<file path="config.mk">
export PLATFORM = sky130hd
export DESIGN_NAME = gwdm_ctrl
export DESIGN_NICKNAME = d
export VERILOG_FILES = /design/src/hw/rtl/gwdm_pkg.sv /design/src/hw/rtl/gwdm_ctrl.sv
export SDC_FILE = /design/constraint.sdc
export NUM_CORES = 1
export LEC_CHECK = 0
export BUFFER_PORTS_ARGS = -buffer_cell sky130_fd_sc_hd__buf_2
export CAP_MARGIN = 20
export CORE_AREA = 2 2 39 41
export CTS_BUF_LIST = sky130_fd_sc_hd__clkbuf_4
export DETAILED_ROUTE_END_ITERATION = 12
export DIE_AREA = 0 0 41 43
export GPL_TIMING_DRIVEN = 0
export PLACE_DENSITY_LB_ADDON = 0.1
export RECOVER_POWER = 25
export SYNTH_ARGS = -nofsm -noshare
export SYNTH_HDL_FRONTEND = slang
export SYNTH_SLANG_ARGS = --single-unit
</file>
<file path="constraint.sdc">
create_clock -name clk -period 1.3 [get_ports clk]
set_input_delay 0.195 -clock clk [delete_from_list [all_inputs] [get_ports clk]]
set_output_delay 0.195 -clock clk [all_outputs]
set_load 0.01 [all_outputs]
</file>
<file path="src/hw/rtl/gwdm_pkg.sv">
// ----------------------------------------------------------------------------
// gwdm_pkg
// Shared types and constants of the grid word direction matcher.
// ----------------------------------------------------------------------------
package gwdm_pkg;

	// Item modes.
	localparam logic [1:0] MODE_GRID = 2'd0;
	localparam logic [1:0] MODE_WORD = 2'd1;
	localparam logic [1:0] MODE_TEST = 2'd2;
	localparam logic [1:0] MODE_NOP  = 2'd3;

	// Configuration register indexes and reset values.
	localparam logic CFG_GRID_ROWS = 1'b0;
	localparam logic CFG_GRID_COLS = 1'b1;
	localparam logic [6:0] GRID_ROWS_RESET = 7'd16;
	localparam logic [6:0] GRID_COLS_RESET = 7'd16;

	// Directions: bit order of the hit mask.
	localparam int NUM_DIRS = 6;
	localparam int DIR_W = 3;
	localparam logic [DIR_W-1:0] LAST_DIR = DIR_W'(NUM_DIRS - 1);

	typedef enum logic [1:0] {
		STEP_NONE,
		STEP_INC,
		STEP_DEC
	} step_t;

	// right, down, down-right, left, up, up-left
	localparam step_t ROW_STEP [NUM_DIRS] = '{STEP_NONE, STEP_INC, STEP_INC,
		STEP_NONE, STEP_DEC, STEP_DEC};
	localparam step_t COL_STEP [NUM_DIRS] = '{STEP_INC, STEP_NONE, STEP_INC,
		STEP_DEC, STEP_NONE, STEP_DEC};

	typedef enum logic [2:0] {
		ST_IDLE,
		ST_CHECK,
		ST_RUN,
		ST_DONE
	} ctrl_state_t;

	typedef struct packed {
		logic grid_write;
		logic word_write;
		logic start_test;
		logic dir_init;
		logic step;
		logic next_dir;
		logic mark_hit;
		logic set_all;
		logic load_out;
	} dp_cmd_t;

	typedef struct packed {
		logic in_area;
		logic len_zero;
		logic end_ok;
		logic issue_done;
		logic cmp_valid;
		logic cmp_match;
		logic last_dir;
		logic out_free;
	} dp_status_t;

endpackage

</file>
<file path="src/hw/rtl/gwdm_ctrl.sv">
// ----------------------------------------------------------------------------
// gwdm_ctrl
// Sequencer of the matcher: takes items, walks the six directions, hands
// the finished mask to the output register.
// ----------------------------------------------------------------------------
module gwdm_ctrl (
	input  logic                 clk,
	input  logic                 arst_n,
	input  logic                 in_valid,
	input  logic [1:0]           mode,
	output logic                 in_ready,
	input  gwdm_pkg::dp_status_t status,
	output gwdm_pkg::dp_cmd_t    cmd
);
	import gwdm_pkg::*;

	ctrl_state_t state_q;
	ctrl_state_t state_d;

	always_ff @(posedge clk or negedge arst_n) begin
		if (!arst_n) begin
			state_q <= ST_IDLE;
		end else begin
			state_q <= state_d;
		end
	end

	// Next state.
	always_comb begin
		state_d = state_q;
		unique case (state_q)
			ST_IDLE: begin
				if (in_valid && mode == MODE_TEST) begin
					state_d = ST_CHECK;
				end
			end
			ST_CHECK: begin
				priority if (!status.in_area || status.len_zero) begin
					state_d = ST_DONE;
				end else if (status.end_ok) begin
					state_d = ST_RUN;
				end else if (status.last_dir) begin
					state_d = ST_DONE;
				end else begin
					state_d = ST_CHECK;
				end
			end
			ST_RUN: begin
				if ((status.cmp_valid && !status.cmp_match) || status.issue_done) begin
					state_d = status.last_dir ? ST_DONE : ST_CHECK;
				end
			end
			ST_DONE: begin
				if (status.out_free) begin
					state_d = ST_IDLE;
				end
			end
			default: state_d = ST_IDLE;
		endcase
	end

	// Outputs.
	always_comb begin
		cmd = '0;
		in_ready = 1'b0;
		unique case (state_q)
			ST_IDLE: begin
				in_ready = 1'b1;
				cmd.grid_write = in_valid && mode == MODE_GRID;
				cmd.word_write = in_valid && mode == MODE_WORD;
				cmd.start_test = in_valid && mode == MODE_TEST;
			end
			ST_CHECK: begin
				cmd.dir_init = 1'b1;
				priority if (!status.in_area) begin
					cmd.set_all = 1'b0;
				end else if (status.len_zero) begin
					cmd.set_all = 1'b1;
				end else if (!status.end_ok) begin
					cmd.next_dir = 1'b1;
				end
			end
			ST_RUN: begin
				cmd.step = 1'b1;
				priority if (status.cmp_valid && !status.cmp_match) begin
					cmd.next_dir = 1'b1;
				end else if (status.issue_done) begin
					cmd.next_dir = 1'b1;
					cmd.mark_hit = 1'b1;
				end
			end
			ST_DONE: begin
				cmd.load_out = status.out_free;
			end
			default: cmd = '0;
		endcase
	end

endmodule

</file>
==> metrics <==
Iter 0 DRT Violations=1; fraction of the core area covered by cells at the end of the flow=0.4313; status=finished with violations; sequence of cells on the critical path=inv_4, ha_4, nand2_4, nor3b_2, buf_2; vias in the first global route=340; cell taking the most area after synthesis=dfrtp_1; min-delay worst type=in2async; Mean Syn Cell Area=8.170 um2; die height=43 um; antenna cells=0; max_slew headroom=0.8779; Hold WS=291.5 ps; via count=351; Cells after DPL=72; overall routing resource usage=0.1103; fraction of synthesized area in multiplexers=0; post-route worst setup slack=-158.7 ps; worst slack at placement=-83.17 ps; post-synth net total=51; prevailing post-synth register cell=dfrtp_1; final setup violation count=10; hpwl dp=603 um; R2R Setup Slk=-50 ps; final count of pins violating max slew=0; most numerous cell types in the synthesized netlist=4 x ha_1, 4 x inv_1, 4 x nand2_1; top cells by area, synth=dfrtp_1 18%, ha_1 18%, a22o_1 6.3%; kind of launch point of the worst setup path=flip-flop; count of standard-cell rows=14; Reg with most FFs=state_q; sequential fraction of the synthesis area=0.1802; number of iterations in the first detailed-routing pass=2; antenna violations before repair=0; Final Instance Count excl. Fillers=81; unrepaired setup endpoints after global routing=yes; clock tree buffer depth=2; leftover overflow at the end of global routing=0; Critical-path top delay cell=dfrtp_2; number of H-tree levels=1; number of synthesized register bits=2; setup TNS after final layout=-916.8 ps; area enclosed by the die boundary=1763 um2; Die X=41 um; top-level port count=23; Worst Setup End Kind=output port; largest clock skew in the final design=5.352 ps; Detail Route Antenna Nets=0; number of buffers inserted during clock tree synthesis=3; clock slew at the register clock pins of the worst setup and hold paths=30 ps; final worst path period need=1459 ps; final period utilization=1.122; actual slew at the worst max-slew pin=183.2 ps; combinational family with the most area after synthesis=simple AND/OR/NAND/NOR gates; failing checks=setup timing; latest clock arrival within the worst-skew pair=220 ps; Cell Pwr Density=1938 nW/um2; Final Routed Wirelength=854 um; Post-Synth Adder-Cell Area=0.1802; Core Region=1384 um2; area added between synthesis and finish=114.9%; share of async-settable or async-resettable flops after synthesis=1.000; biggest registers after layout=state_q: 2 flops; DRC Markers=0; leakage power total=0.2920 nW; share of Yosys cell area claimed by the top area cell type=0.1802; largest net degree at the start of global routing=6; share of cells above drive strength 1=0.6923; data arrival time of the critical path=1260 ps; maximum ir drop on the vdd rail=0.0009253 V; number of port buffers=22; number of flip-flops in the largest register=2; post-synthesis share of cell area spent on and, or, nand and nor gates=0.3559; finished layout cell area=596.8 um2; RD Place Congestion=0.6386; Final Hold Viols=0; required time of the worst setup path=1110 ps; via-per-instance ratio=4.333; total of fill cells in the finished design=155; xor and xnor area share after synthesis=0; number of synthesized flops with an enable pin=0; worst setup path category=reg2out; Sinks on Clock Net=2; gate count after technology mapping=34; Ys Warns=0; number of nets in the final layout=84; dpl cell area=407.9 um2; longest individual stage delay on the worst path=450 ps; TritonCTS clock tree=yes; power after layout=1.156 mW; clock root buffer master=clkbuf_4; Netlist cell types=20; max-cap violations=0; cell area after synthesis=277.8 um2; global-route wire length before repair=1373 um; area fraction in compound gates after synthesis=0.2297; fmax=685.5 MHz; routed wire length per instance=10.54 um; highest fanout seen on the critical path=4; initial core utilization=0.2007
[cell usage in the layout, fill, tap and decap left out, types with 3 or more instances in the layout]
cell type	instances
buf_2	17
ha_4	3
buf_4	3
buf_6	6
clkbuf_4	3
[logic make-up after synthesis]
| family | count (synthesis) |
|---|---|
| and+or+nand+nor | 16 |
| adders and majority gates | 4 |
| AOI/OAI and AO/OA | 8 |
| buffers and inverters | 4 |
| DFF | 2 |
[report_power, final]
| part | internal (mW) | switching (mW) |
|---|---|---|
| sequential | 0.102 | 0.0665 |
| clock | 0.102 | 0.0335 |
| combinational | 0.485 | 0.368 |
[path summary, 6_finish.rpt]
kind | startpoint | to | depth (start not counted)
max | state_q[1] | cmd[7] | 5
min | arst_n | state_q[0] | 2
max reg2reg | state_q[0] | state_q[0] | 5
min reg2reg | state_q[1] | state_q[1] | 1
max in group asynchronous | arst_n | state_q[1] | 2
min in group clk | status[5] | state_q[0] | 4
[worst max-delay path, delay by kind of cell (launching register included)]
kind / cells / cell delay [ps]
and+or+nand+nor: 2 / 200
adders and majority gates: 1 / 150
buffers and inverters: 2 / 250
DFF: 1 / 450
[what timing repair did]
item                                    4_1_cts  5_1_grt
buffers inserted                              3        3
hold endpoints to repair                      2        0
endpoints found under the setup margin       12       11
hold buffers                                  1        0
cloned                                        0        0
pin swaps                                     8        3
gates resized for setup                      22        7
[layer usage]
metal,track usage,part of all wire,vias up
met2,0.1688,0.49,12
met1,0.1506,0.44,154
met5,0,0,-
met3,0.01571,0.069,0
met4,0.04000,0,0
li1,-,-,185
[layout make-up]
class / instances / area (um2) / area share
multi-input combinational: 28 / 292.8 / 0.4906
inverter: 4 / 20.02 / 0.03354
clock buffer: 3 / 22.52 / 0.03774
sequential: 2 / 52.55 / 0.08805
tap: 16 / 20.02 / 0.03354
timing repair buffer: 28 / 188.9 / 0.3166
Note: power is estimated with default switching activity, not from simulation.
